--- src/rtl/fsa_ram.sv ---
module fsa_ram #(
    parameter int WIDTH = 8,
    parameter int DEPTH = 64
) (
    input  logic                     i_clk,
    input  logic                     i_we,
    input  logic [$clog2(DEPTH)-1:0] i_waddr,
    input  logic [WIDTH-1:0]         i_wdata,
    input  logic [$clog2(DEPTH)-1:0] i_raddr,
    output logic [WIDTH-1:0]         o_rdata
);

    logic [WIDTH-1:0] r_mem [DEPTH];

    always_ff @(posedge i_clk) begin
        if (i_we) begin
            r_mem[i_waddr] <= i_wdata;
        end
        o_rdata <= r_mem[i_raddr];
    end

endmodule

--- config.mk ---
export PLATFORM = sky130hd
export DESIGN_NAME = fsa_ram
export DESIGN_NICKNAME = d
export VERILOG_FILES = /design/src/rtl/fsa_ram.sv
export SDC_FILE = /design/constraint.sdc
export NUM_CORES = 1
export LEC_CHECK = 0
export BUFFER_PORTS_ARGS = -buffer_cell sky130_fd_sc_hd__buf_4
export CORE_UTILIZATION = 60
export DETAILED_ROUTE_END_ITERATION = 12
export GPL_TIMING_DRIVEN = 0
export PLACE_DENSITY_LB_ADDON = 0.12
export SLEW_MARGIN = 20
export SYNTH_ARGS = -nofsm -noshare
export SYNTH_HDL_FRONTEND = slang
export SYNTH_SLANG_ARGS = --single-unit
--- constraint.sdc ---
create_clock -name i_clk -period 2.77 [get_ports i_clk]
set_clock_uncertainty 0.2 [all_clocks]
set_input_delay 0.6925 -clock i_clk [delete_from_list [all_inputs] [get_ports i_clk]]
set_output_delay 0.6925 -clock i_clk [all_outputs]
set_load 0.02 [all_outputs]
==> results_dict.tcl <==
set metrics [dict create \
    hpwlAfterDp_um 28850 \
    antenna_found_initial 1 \
    crit_top_cell "nor2_1" \
    status "complete, no violations" \
    pre_cts_slack_ns -0.9384 \
    dieArea_mm2 0.03435 \
    synthTopCellsByArea "edfxtp_1 76%, mux4_2 14%, nor2_1 1.5%, mux2i_1 1.1%, dfxtp_1 0.79%" \
    fin_crit_sh_pct 98.88 \
    rsz0062_at_grt "false" \
    grt_pass1_vias 9809 \
    yosysTopAreaCellShare_pct 76.24 \
    area_delta_synth_final_pct 11.65 \
    critPathMaxStageDelay_ns 0.65 \
    finalMaxSlewViolations 0 \
    crit_arrival_ns 2.93 \
    route.detailed.drc 0 \
    cp_cell_sequence "buf_2, clkbuf_1, mux4_2, nor2_1, nor2_1, nor3_1, o32ai_1" \
    fin_crit_ns 2.739 \
    antenna_cells 0 \
    async_reset_ff_share_pct 0 \
    cts-root-buf "clkbuf_16" \
    seq_area_mm2 0.01553 \
    fillers 2090 \
    finalSetupViolations 0 \
    power_density_mw_per_mm2 720.4 \
    vias 9973 \
    hp-class "in -> reg" \
    io_pins 30 \
    place_inst 1403 \
    dr.pass1.iters 5 \
    fin_ws_ns 0.03116 \
    synth-edff-count 512 \
    critPathKind "in -> reg" \
    ir_drop_mv 0.5355 \
    end_kind "flip-flop" \
    max_freq_mhz 365.1 \
    drive_above_1_share_pct 25.48 \
    routed_wirelength_um 45950 \
    ys_seq_elements 520 \
    synthFlopType "edfxtp_1" \
    clockBufferDepth 3 \
    placed_area_mm2 0.02089 \
    fin_area_mm2 0.02252 \
    hold_violations 0 \
    wl_per_cell_um 30.75 \
    syn_nets 962 \
    cp.required_ns 2.97 \
    power_mw 16.22 \
    slew_headroom_pct 35.81 \
    crit_slowest_cell "clkbuf_1" \
    coreArea_mm2 0.03278 \
    grt_usage_pct 28.08 \
    cts_hold_buffers 0 \
    htreeDepth 2 \
    syn-mean-instance-area_um2 21.45 \
    netlist_area_mm2 0.02017 \
    overflow 0 \
    clkTransAtPathRegs_ns 0.06 \
    via_per_inst 6.675 \
    worst-path-max-fanout 10 \
    p_leak_nw 7.024 \
    first_iter_violations 1386 \
    yosysSeqAreaShare_pct 77.03 \
    clock-sinks 520 \
    layout_commonest_cell "edfxtp_1" \
    synthCells 940 \
    numCtsBuffers 50 \
    finalNonFillerCells 1494 \
    layout_common_cells "512 x edfxtp_1, 126 x mux4_2, 83 x nor2_1, 53 x clkbuf_16, 36 x buf_4" \
    ys_warn_count 0 \
    routabilityCongestion 0.9100 \
    postRouteAntennaNets 0 \
    worst_pin_slew_ns 0.9593 \
    ys_types 40 \
    cts_tree "built" \
    nNetsFinal 1033 \
    portBuffers 21 \
    critPathLaunchType "input pin" \
    start_util_pct 61.51 \
    grt_pass1_wl_um 66380 \
    clk_latency_ns 0.57 \
    grt_max_degree 65 \
    core.rowCount 66 \
    synth_area_leader_cell "edfxtp_1" \
    maxCapViolCount 0 \
    die_w_um 185.3 \
    die_h_um 185.3 \
    multi_input_area_mm2 0.004357 \
]
kinds of logic after synthesis:
logic type	synth area share [%]
DFF	77.03
muxes	15.94
and+or+nand+nor	3.387
AOI/OAI and AO/OA	2.072
buffers and inverters	1.570
final timing paths:
check          startpoint          to  slack [ns]  depth (start not counted)
max            i_raddr[3]  o_rdata[6]        0.03                          7
min            i_raddr[5]  o_rdata[5]        0.27                          2
max reg2reg   r_mem[3][3]  o_rdata[3]        0.36                          4
min reg2reg  r_mem[22][2]  o_rdata[2]        0.75                          4
power by group:
part	internal (mW)	switching [mW]	leakage, nW
clock network	3.82	2.79	0.774
logic	0.325	0.566	1.58
registers	8.71	0.0158	4.67
flip-flops by register name, indices dropped and copies added, names as in the netlist:
register and count:
o_rdata 8, r_mem 512
final cells by class:
cell class              count  area share, %
plain buffers              49          1.450
clock buffers              70          6.262
clock inverters            23         0.7891
multi-input cells         369          19.35
flip-flops and latches    520          68.99
well taps                 442          2.456
repair buffers             21         0.7002
critical path: cells and delay by family:
kind,cells,cell delay [ns]
buffers and inverters,2,0.92
AO/OA/AOI/OAI,1,0.51
AND/OR/NAND/NOR,3,0.45
multiplexers,1,0.35
routing by layer:
layer  share of wire [%]  GRT usage, %  routed length, um  up-vias
met5                   0             0                  0        -
met4                 3.6         10.12               1665        0
met3                 8.8         5.210               4031       98
met2                  47         42.23              21400      571
met1                  41         41.76              18850     5234
li1                    -             -                  -     4070
through the flow:
step	util (%)	hold slack [ns]	setup TNS, ns
after global routing	68.68	0.2469	0
after CTS	68.64	0.2457	0
after detailed placement	63.71	0.7200	-120.28
final	68.68	0.2672	0
after floorplan	-	0.5183	0
after global placement	63.68	0.7085	-80.97
cell usage after synthesis, types with 3 or more instances:
library cell,count
edfxtp_1,512
mux4_2,126
nor2_1,83
mux2i_1,23
nand2_1,19
clkbuf_1,17
nor2b_1,14
buf_4,13
mux2_2,13
nand3_1,13
buf_2,11
dfxtp_1,8
o221ai_1,8
o22ai_1,8
nand2b_1,7
nor3_1,7
a221oi_1,6
a211oi_1,4
buf_1,4
buf_6,4
a21oi_1,3
a22oi_1,3
nand3b_1,3
o2111ai_1,3
o2bb2ai_1,3
what timing repair did:
action / in CTS / in global routing
pin swaps: 0 / 0
setup buffers: 0 / 0
cloned: 0 / 0
gates resized for setup: 12 / 6
setup endpoints to repair: 5 / 7
Power figures use the tool's default switching activity.
