--- src/rtl/fsa_pkg.sv ---
package fsa_pkg;

    localparam int SIZE_W     = 21;
    localparam int ID_W       = 32;
    localparam int OUT_ADDR_W = 20;
    localparam int MIN_SPLIT  = 1;

    localparam logic [1:0] REQ_ALLOC     = 2'd0;
    localparam logic [1:0] REQ_FREE_ID   = 2'd1;
    localparam logic [1:0] REQ_FREE_ADDR = 2'd2;
    localparam logic [1:0] REQ_NONE      = 2'd3;

    localparam logic [1:0] FIT_FIRST = 2'd0;
    localparam logic [1:0] FIT_BEST  = 2'd1;
    localparam logic [1:0] FIT_WORST = 2'd2;
    localparam logic [1:0] FIT_NONE  = 2'd3;

    localparam logic [2:0] ST_OK         = 3'd0;
    localparam logic [2:0] ST_ZERO_SIZE  = 3'd1;
    localparam logic [2:0] ST_NO_FIT     = 3'd2;
    localparam logic [2:0] ST_ID_UNKNOWN = 3'd3;
    localparam logic [2:0] ST_ADDR_UNKN  = 3'd4;
    localparam logic [2:0] ST_TABLE_FULL = 3'd5;

    localparam logic REG_FIT_MODE  = 1'b0;
    localparam logic REG_MEM_BYTES = 1'b1;

    typedef enum logic [3:0] {
        S_INIT,
        S_IDLE,
        S_SCAN,
        S_DECIDE,
        S_NB_NEXT,
        S_NB_PREV,
        S_NB_DONE,
        S_MERGE,
        S_SHIFT,
        S_WR_HI,
        S_WR_LO,
        S_DONE
    } t_state;

    typedef struct packed {
        logic [1:0]            req_type;
        logic [SIZE_W-1:0]     req_size;
        logic [ID_W-1:0]       req_id;
        logic [OUT_ADDR_W-1:0] req_address;
    } t_request;

    typedef struct packed {
        logic [2:0]            status;
        logic [ID_W-1:0]       granted_id;
        logic [OUT_ADDR_W-1:0] granted_address;
        logic [SIZE_W-1:0]     used_bytes;
    } t_result;

endpackage

--- src/rtl/fsa_ctrl.sv ---
module fsa_ctrl #(
    parameter int MAX_SEGMENTS = 64,
    parameter int START_W      = 20
) (
    input  logic                          i_clk,
    input  logic                          i_rst_n,
    input  logic [1:0]                    i_fit_mode,
    input  logic [fsa_pkg::SIZE_W-1:0]    i_mem_bytes,
    input  logic                          i_reinit,
    input  logic                          i_req_valid,
    output logic                          o_req_ready,
    input  fsa_pkg::t_request             i_req,
    output logic                          o_res_valid,
    input  logic                          i_res_ready,
    output fsa_pkg::t_result              o_res,
    output logic                          o_ram_we,
    output logic [$clog2(MAX_SEGMENTS)-1:0] o_ram_waddr,
    output logic [START_W+53:0]           o_ram_wdata,
    output logic [$clog2(MAX_SEGMENTS)-1:0] o_ram_raddr,
    input  logic [START_W+53:0]           i_ram_rdata
);

    localparam int IW = $clog2(MAX_SEGMENTS);
    localparam int CW = $clog2(MAX_SEGMENTS + 1);
    localparam int SZ = fsa_pkg::SIZE_W;
    localparam int EW = START_W + 54;

    function automatic logic [EW-1:0] pack_entry(
        input logic [START_W-1:0] start,
        input logic [SZ-1:0]      size,
        input logic               free,
        input logic [31:0]        owner
    );
        pack_entry = {owner, free, size, start};
    endfunction

    fsa_pkg::t_state   r_state, n_state;
    fsa_pkg::t_state   r_after, n_after;
    fsa_pkg::t_request r_req, n_req;
    fsa_pkg::t_result  r_res, n_res;
    fsa_pkg::t_result  r_out, n_out;
    logic              r_out_valid, n_out_valid;
    logic [CW-1:0]     r_rd, n_rd;
    logic [CW-1:0]     r_left, n_left;
    logic              r_ev, n_ev;
    logic [IW-1:0]     r_ev_idx, n_ev_idx;
    logic              r_have, n_have;
    logic [IW-1:0]     r_pick, n_pick;
    logic [START_W-1:0] r_pstart, n_pstart;
    logic [SZ-1:0]     r_psize, n_psize;
    logic              r_nf, n_nf;
    logic [SZ-1:0]     r_nsize, n_nsize;
    logic              r_pf, n_pf;
    logic [START_W-1:0] r_prv_start, n_prv_start;
    logic [SZ-1:0]     r_prv_size, n_prv_size;
    logic              r_up, n_up;
    logic [1:0]        r_rm, n_rm;
    logic [CW-1:0]     r_count, n_count;
    logic [31:0]       r_next_id, n_next_id;
    logic [SZ-1:0]     r_used, n_used;

    logic [START_W-1:0] e_start;
    logic [SZ-1:0]      e_size;
    logic               e_free;
    logic [31:0]        e_owner;
    logic               fit_ok, fit_take, hit;
    logic               split;
    logic [SZ-1:0]      grant_size;
    logic [31:0]        id_inc;
    logic [CW-1:0]      rm_base;
    logic [CW-1:0]      rm_src;
    logic [1:0]         rm_cnt;
    logic [SZ-1:0]      merged;

    assign e_start = i_ram_rdata[START_W-1:0];
    assign e_size  = i_ram_rdata[START_W+SZ-1:START_W];
    assign e_free  = i_ram_rdata[START_W+SZ];
    assign e_owner = i_ram_rdata[EW-1:START_W+SZ+1];

    assign o_req_ready = (r_state == fsa_pkg::S_IDLE);
    assign o_res_valid = r_out_valid;
    assign o_res       = r_out;

    always_ff @(posedge i_clk) begin
        if (!i_rst_n) begin
            r_state     <= fsa_pkg::S_INIT;
            r_out_valid <= 1'b0;
            r_count     <= CW'(1);
            r_next_id   <= 32'd1;
            r_used      <= '0;
            r_ev        <= 1'b0;
            r_left      <= '0;
        end else begin
            r_state     <= i_reinit ? fsa_pkg::S_INIT : n_state;
            r_out_valid <= n_out_valid;
            r_count     <= n_count;
            r_next_id   <= n_next_id;
            r_used      <= n_used;
            r_ev        <= n_ev;
            r_left      <= n_left;
        end
    end

    always_ff @(posedge i_clk) begin
        r_after     <= n_after;
        r_req       <= n_req;
        r_res       <= n_res;
        r_out       <= n_out;
        r_rd        <= n_rd;
        r_ev_idx    <= n_ev_idx;
        r_have      <= n_have;
        r_pick      <= n_pick;
        r_pstart    <= n_pstart;
        r_psize     <= n_psize;
        r_nf        <= n_nf;
        r_nsize     <= n_nsize;
        r_pf        <= n_pf;
        r_prv_start <= n_prv_start;
        r_prv_size  <= n_prv_size;
        r_up        <= n_up;
        r_rm        <= n_rm;
    end

    always_comb begin
        n_state     = r_state;
        n_after     = r_after;
        n_req       = r_req;
        n_res       = r_res;
        n_out       = r_out;
        n_out_valid = r_out_valid && !i_res_ready;
        n_rd        = r_rd;
        n_left      = r_left;
        n_ev        = 1'b0;
        n_ev_idx    = r_ev_idx;
        n_have      = r_have;
        n_pick      = r_pick;
        n_pstart    = r_pstart;
        n_psize     = r_psize;
        n_nf        = r_nf;
        n_nsize     = r_nsize;
        n_pf        = r_pf;
        n_prv_start = r_prv_start;
        n_prv_size  = r_prv_size;
        n_up        = r_up;
        n_rm        = r_rm;
        n_count     = r_count;
        n_next_id   = r_next_id;
        n_used      = r_used;
        o_ram_we    = 1'b0;
        o_ram_waddr = '0;
        o_ram_wdata = '0;
        o_ram_raddr = r_rd[IW-1:0];

        fit_ok   = e_free && (e_size >= r_req.req_size) && (i_fit_mode != fsa_pkg::FIT_NONE);
        fit_take = fit_ok && (!r_have || (i_fit_mode == fsa_pkg::FIT_FIRST)
                   || ((i_fit_mode == fsa_pkg::FIT_BEST) && (e_size < r_psize))
                   || ((i_fit_mode == fsa_pkg::FIT_WORST) && (e_size > r_psize)));
        hit      = !e_free && (((r_req.req_type == fsa_pkg::REQ_FREE_ID)
                                && (e_owner == r_req.req_id))
                   || ((r_req.req_type == fsa_pkg::REQ_FREE_ADDR)
                       && (SZ'(e_start) == SZ'(r_req.req_address))));
        split      = ({1'b0, r_psize} > ({1'b0, r_req.req_size} + (SZ+1)'(fsa_pkg::MIN_SPLIT)));
        grant_size = split ? r_req.req_size : r_psize;
        id_inc     = r_next_id + 32'd1;
        rm_cnt     = {1'b0, r_pf} + {1'b0, r_nf};
        rm_base    = r_pf ? CW'(r_pick) : CW'(r_pick) + CW'(1);
        rm_src     = rm_base + CW'(rm_cnt);
        merged     = r_psize + (r_nf ? r_nsize : '0) + (r_pf ? r_prv_size : '0);

        case (r_state)
            fsa_pkg::S_INIT: begin
                o_ram_we    = 1'b1;
                o_ram_waddr = '0;
                o_ram_wdata = pack_entry('0, i_mem_bytes, 1'b1, '0);
                n_count     = CW'(1);
                n_next_id   = 32'd1;
                n_used      = '0;
                n_state     = fsa_pkg::S_IDLE;
            end
            fsa_pkg::S_IDLE: begin
                if (i_req_valid) begin
                    n_req  = i_req;
                    n_res  = '0;
                    n_rd   = '0;
                    n_left = r_count;
                    n_have = 1'b0;
                    if (i_req.req_type == fsa_pkg::REQ_NONE) begin
                        n_state = fsa_pkg::S_DONE;
                    end else if ((i_req.req_type == fsa_pkg::REQ_ALLOC)
                                 && (i_req.req_size == '0)) begin
                        n_res.status = fsa_pkg::ST_ZERO_SIZE;
                        n_state      = fsa_pkg::S_DONE;
                    end else begin
                        n_state = fsa_pkg::S_SCAN;
                    end
                end
            end
            fsa_pkg::S_SCAN: begin
                if (r_left != '0) begin
                    n_rd     = r_rd + CW'(1);
                    n_left   = r_left - CW'(1);
                    n_ev     = 1'b1;
                    n_ev_idx = r_rd[IW-1:0];
                end
                if (r_ev) begin
                    if (r_req.req_type == fsa_pkg::REQ_ALLOC) begin
                        if (fit_take) begin
                            n_have   = 1'b1;
                            n_pick   = r_ev_idx;
                            n_pstart = e_start;
                            n_psize  = e_size;
                            if (i_fit_mode == fsa_pkg::FIT_FIRST) begin
                                n_state = fsa_pkg::S_DECIDE;
                            end
                        end
                    end else if (hit) begin
                        n_pick   = r_ev_idx;
                        n_pstart = e_start;
                        n_psize  = e_size;
                        n_state  = fsa_pkg::S_NB_NEXT;
                    end
                end else if (r_left == '0) begin
                    // whole table seen
                    if (r_req.req_type == fsa_pkg::REQ_ALLOC) begin
                        n_state = fsa_pkg::S_DECIDE;
                    end else begin
                        n_res.status = (r_req.req_type == fsa_pkg::REQ_FREE_ID) ?
                                       fsa_pkg::ST_ID_UNKNOWN : fsa_pkg::ST_ADDR_UNKN;
                        n_state = fsa_pkg::S_DONE;
                    end
                end
            end
            fsa_pkg::S_DECIDE: begin
                n_ev   = 1'b0;
                n_left = '0;
                if (!r_have) begin
                    n_res.status = fsa_pkg::ST_NO_FIT;
                    n_state      = fsa_pkg::S_DONE;
                end else if (split && (r_count == CW'(MAX_SEGMENTS))) begin
                    n_res.status = fsa_pkg::ST_TABLE_FULL;
                    n_state      = fsa_pkg::S_DONE;
                end else if (split) begin
                    // open a hole above the pick, moving the top entry first
                    n_up    = 1'b1;
                    n_rm    = 2'd0;
                    n_rd    = r_count - CW'(1);
                    n_left  = r_count - CW'(1) - CW'(r_pick);
                    n_after = fsa_pkg::S_WR_HI;
                    n_state = fsa_pkg::S_SHIFT;
                end else begin
                    n_state = fsa_pkg::S_WR_LO;
                end
            end
            fsa_pkg::S_SHIFT: begin
                if (r_left != '0) begin
                    n_rd     = r_up ? r_rd - CW'(1) : r_rd + CW'(1);
                    n_left   = r_left - CW'(1);
                    n_ev     = 1'b1;
                    n_ev_idx = r_rd[IW-1:0];
                end
                if (r_ev) begin
                    o_ram_we    = 1'b1;
                    o_ram_waddr = r_up ? IW'(r_ev_idx + IW'(1)) : IW'(r_ev_idx - IW'(r_rm));
                    o_ram_wdata = i_ram_rdata;
                end else if (r_left == '0) begin
                    n_state = r_after;
                end
            end
            fsa_pkg::S_WR_HI: begin
                o_ram_we    = 1'b1;
                o_ram_waddr = IW'(r_pick + IW'(1));
                o_ram_wdata = pack_entry(START_W'({1'b0, r_pstart} + (START_W+1)'(r_req.req_size)),
                                         r_psize - r_req.req_size, 1'b1, '0);
                n_state     = fsa_pkg::S_WR_LO;
            end
            fsa_pkg::S_WR_LO: begin
                o_ram_we    = 1'b1;
                o_ram_waddr = r_pick;
                o_ram_wdata = pack_entry(r_pstart, grant_size, 1'b0, r_next_id);
                n_count     = r_count + CW'(split);
                n_used      = r_used + grant_size;
                n_res.status          = fsa_pkg::ST_OK;
                n_res.granted_id      = r_next_id;
                n_res.granted_address = fsa_pkg::OUT_ADDR_W'({{SZ{1'b0}}, r_pstart});
                n_next_id   = (id_inc == '0) ? 32'd1 : id_inc;
                n_state     = fsa_pkg::S_DONE;
            end
            fsa_pkg::S_NB_NEXT: begin
                n_ev        = 1'b0;
                n_left      = '0;
                o_ram_raddr = IW'(r_pick + IW'(1));
                n_state     = fsa_pkg::S_NB_PREV;
            end
            fsa_pkg::S_NB_PREV: begin
                n_nf        = ((CW'(r_pick) + CW'(1)) < r_count) && e_free;
                n_nsize     = e_size;
                o_ram_raddr = IW'(r_pick - IW'(1));
                n_state     = fsa_pkg::S_NB_DONE;
            end
            fsa_pkg::S_NB_DONE: begin
                n_pf        = (r_pick != '0) && e_free;
                n_prv_start = e_start;
                n_prv_size  = e_size;
                n_state     = fsa_pkg::S_MERGE;
            end
            fsa_pkg::S_MERGE: begin
                o_ram_we    = 1'b1;
                o_ram_waddr = r_pf ? IW'(r_pick - IW'(1)) : r_pick;
                o_ram_wdata = pack_entry(r_pf ? r_prv_start : r_pstart, merged, 1'b1, '0);
                n_used      = r_used - r_psize;
                n_res       = '0;
                // close the gap left by the absorbed neighbors
                n_up        = 1'b0;
                n_rm        = rm_cnt;
                n_rd        = rm_src;
                n_left      = (rm_cnt == 2'd0) ? '0 : r_count - rm_src;
                n_count     = r_count - CW'(rm_cnt);
                n_after     = fsa_pkg::S_DONE;
                n_state     = fsa_pkg::S_SHIFT;
            end
            fsa_pkg::S_DONE: begin
                if (!r_out_valid || i_res_ready) begin
                    n_out_valid          = 1'b1;
                    n_out                = r_res;
                    n_out.used_bytes     = r_used;
                    n_state              = fsa_pkg::S_IDLE;
                end
            end
            default: begin
                n_state = fsa_pkg::S_INIT;
            end
        endcase
    end

    assert property (@(posedge i_clk) disable iff (!i_rst_n)
        (r_count != '0) && (r_count <= CW'(MAX_SEGMENTS)))
        else $error("segment count out of range");

    assert property (@(posedge i_clk) disable iff (!i_rst_n)
        (i_req_valid && o_req_ready && !i_reinit) |=> (r_state != fsa_pkg::S_IDLE))
        else $error("request accepted without processing");

    assert property (@(posedge i_clk) disable iff (!i_rst_n)
        (r_state != fsa_pkg::S_INIT) |-> (r_used <= i_mem_bytes))
        else $error("used bytes exceed managed memory");

    assert property (@(posedge i_clk) disable iff (!i_rst_n)
        r_next_id != '0)
        else $error("next id reached zero");

endmodule

--- config.mk ---
export PLATFORM = sky130hd
export DESIGN_NAME = fsa_ctrl
export DESIGN_NICKNAME = d
export VERILOG_FILES = /design/src/rtl/fsa_pkg.sv /design/src/rtl/fsa_ctrl.sv
export SDC_FILE = /design/constraint.sdc
export NUM_CORES = 1
export LEC_CHECK = 0
export BUFFER_PORTS_ARGS = -buffer_cell sky130_fd_sc_hd__buf_2
export CORE_AREA = 10 10 305 307
export CTS_BUF_LIST = sky130_fd_sc_hd__clkbuf_4
export DETAILED_ROUTE_END_ITERATION = 8
export DIE_AREA = 0 0 315 317
export PLACE_DENSITY = 0.54
export SLEW_MARGIN = 5
export SYNTH_ARGS = -nofsm -noshare
export SYNTH_HDL_FRONTEND = slang
export SYNTH_SLANG_ARGS = --single-unit
--- constraint.sdc ---
create_clock -name i_clk -period 13.85 [get_ports i_clk]
set_input_delay 2.77 -clock i_clk [delete_from_list [all_inputs] [get_ports i_clk]]
set_output_delay 2.77 -clock i_clk [all_outputs]
set_load 0.02 [all_outputs]
==> out/metrics.cfg <==
[sta]
post-route-min-period_ns = 8.85
fin_tns_setup_ns = 0
fin_worst_skew_ns = 0.0963
finalCritPeriodShare = 0.639
worstMarginPinSlew_ns = 1.08
setup_viol = 0
max_freq_mhz = 113
max-slew-margin-rel = 0.281
hold_viol = 0
slew_violations = 0
whs_ns = 0.369
rsz0062_at_grt = false

[hold_path]
min-delay-start = r_res[24]
holdPathEnd = o_res[24]
hold_path.class = register to register
hold_depth = 0

[die]
coreArea_um2 = 86600
die_x_um = 315
die_h_um = 317
num_io_pins = 342
die-area_um2 = 99900
num_rows = 108
initial_core_util = 0.298

[route]
wl_per_cell_um = 23.3
drc_errors = 0
firstDrtPassIters = 6
routed_wl_um = 96000
ant_nets = 0
initialDrtViolationCount = 2004
vias = 21800
vias_per_cell = 5.29

[yosys]
async_flop_share = 0
synthFlopType = edfxtp_1
yosys-top-cells-area = edfxtp_1, ha_1, dfxtp_1
yosysWarnings = 0
yosysTopAreaCell = edfxtp_1
yosysTopAreaCellShare = 0.389
synth.most_common_cell = edfxtp_1
syn-num-nets = 2895
synth_common_cells = edfxtp_1, ha_1, a21oi_1
ys_ff_latch = 407
syn_area_um2 = 25800
seq_area_frac_synth = 0.446
synth_edf_count = 334
synth_cell_types = 85
avgSynthCellArea_um2 = 10.3
syn_inst = 2505

[status]
outcome = finished clean

[placement]
dp_hpwl_um = 73000
io_buffers = 341
place.gp.congestion = 0.933

[global_routing]
met2_usage = 0.288
antenna_found_initial = 11
grt_first_pass_wirelength_um = 139000
grt_overflow_total = 0
use_met3 = 0.0380
met1_usage = 0.250
grtUsageTotal = 0.184
first_global_vias = 21000
grt_max_degree = 76
busiest_layer = met2

[flow_run]
cap_violations = 0

[power]
peakVddDrop_mv = 0.0561
powerDensity_nw_per_um2 = 96.6
leakage_nw = 12.1

[clocking]
cts_root_buffer = clkbuf_4
ctsResizeCount = 0
postCtsSetupRepairBufs = 0
cts_tree = built
htree_levels = 3
clk_latency_ns = 0.97
cts_buffer_depth = 3
numClockSinks = 407
cts.clk_slew.worst_paths_ns = 0.07
numCtsBuffers = 111
cts_hold_buf = 0

[worst_setup_path]
reg2reg_slack_ns = 5.92
cp-start-kind = register
cp.arrival_ns = 6.08
crit_path_end_kind = primary output
r2r_start = r_req[52]
cp_data_required_time_ns = 11.08
rr_worst_depth = 27
worstPathMaxFanout = 32
critical_path_class = register to primary output
rr_endpoint = r_used[20]

[layout]
drive_gt1_frac = 0.205
finish.utilization = 0.348
synthToLayoutAreaGrowth_pct = 16.9
nets = 3260

[worst max path at each step]
stage / start / to / depth (start not counted)
floorplan: r_pf / o_ram_wdata[38] / 17
global placement: r_req[52] / o_ram_wdata[37] / 18
detailed placement: r_req[52] / o_ram_wdata[37] / 18
CTS: r_req[52] / o_ram_wdata[37] / 18
global route: r_req[52] / o_ram_wdata[28] / 17
finish: r_req[52] / o_ram_wdata[37] / 18
[cells by family (layout without fill, tap and decap cells)]
logic type                 Yosys count  count (layout)  share of synthesized area
AOI/OAI and AO/OA                  632             632                      0.163
xor gates and xnor gates           213             213                     0.0723
adders and majority gates          213             213                      0.112
buffers and inverters              221             670                     0.0333
DFF                                407             407                      0.446
muxes                               46              46                     0.0192
other                                0               7                          0
and+or+nand+nor                    773             773                      0.154
[per-stage QoR]
stage | setup slack [ns] | instances | power, W | cell area (um2)
5_1_grt | 4.41 | 4113 | 0.00305 | 30100
2_1_floorplan | 6.33 | 2505 | 0.00167 | 25800
6_report | 5.00 | 4116 | 0.00291 | 30100
4_1_cts | 5.00 | 4109 | 0.00295 | 30100
3_5_place_dp | 5.97 | 3912 | 0.00184 | 28700
3_3_place_gp | 6.17 | 3912 | 0.00184 | 28700
[area by class of cell]
type / count / area, um2
Multi-Input combinational cell: 1877 / 13500
Timing Repair Buffer: 363 / 1870
Sequential cell: 407 / 11500
Fill cell: 8904 / 56500
Antenna cell: 7 / 17.5
Clock inverter: 41 / 218
Clock buffer: 156 / 1170
Tap cell: 1155 / 1450
Inverter: 110 / 414
[critical path, stage by stage, from the launching register on]
cell	delay (ns)
edfxtp_1	0.57
ha_1	0.27
nand2_1	0.14
nor4_1	0.47
nand2_1	0.20
nor4_1	0.27
xnor2_1	0.11
ha_1	0.31
nand4_1	0.14
nor4_1	0.57
o311ai_1	0.25
and3b_1	0.35
nor2_2	0.25
buf_4	0.38
a21oi_2	0.21
o21ai_0	0.19
a21oi_1	0.06
o21ai_0	0.19
buf_2	0.25
[state kept, by name, summed over array words and instances, names as in the netlist, 6 cells and up]
name / count
r_used: 21
r_req: 75
r_left: 7
r_rd: 6
r_psize: 21
r_prv_start: 20
o_res: 76
r_count: 7
r_nsize: 21
r_res: 55
r_pstart: 20
r_next_id: 32
r_pick: 6
r_prv_size: 21
r_ev_idx: 6
[where the power goes]
part	total, W	internal [W]	switching, W	leakage (nW)
Clock	0.00109	0.000541	0.000550	0.829
Combinational	0.000433	0.000152	0.000281	7.69
Sequential	0.00139	0.00136	0.0000285	3.63
Total	0.00291	0.00205	0.000859	12.1
[cells in the final DEF (no fill, tap or decap), types with 28 or more instances in the layout]
cell type,Yosys,routed
ha_1,184,184
fa_1,29,29
nor2_1,150,142
clkinv_1,1,28
xnor2_1,152,152
o21ai_0,105,105
nor3_1,75,75
clkbuf_4,0,156
buf_2,10,341
nand2_1,155,153
and2_1,45,45
nor4_1,31,30
xor2_1,61,61
inv_1,109,106
nand3_1,84,84
dfxtp_1,73,73
a21o_1,76,76
edfxtp_1,334,334
a31oi_1,32,32
and3_1,69,68
nand4_1,46,46
a21oi_1,170,169
[per-layer routing]
metal | routed length [um] | vias to the layer above
met5 | 39 | -
li1 | - | 10200
met1 | 43000 | 10600
met2 | 43700 | 795
met4 | 2670 | 6
met3 | 6510 | 134
(Power assumes the default switching activity.)
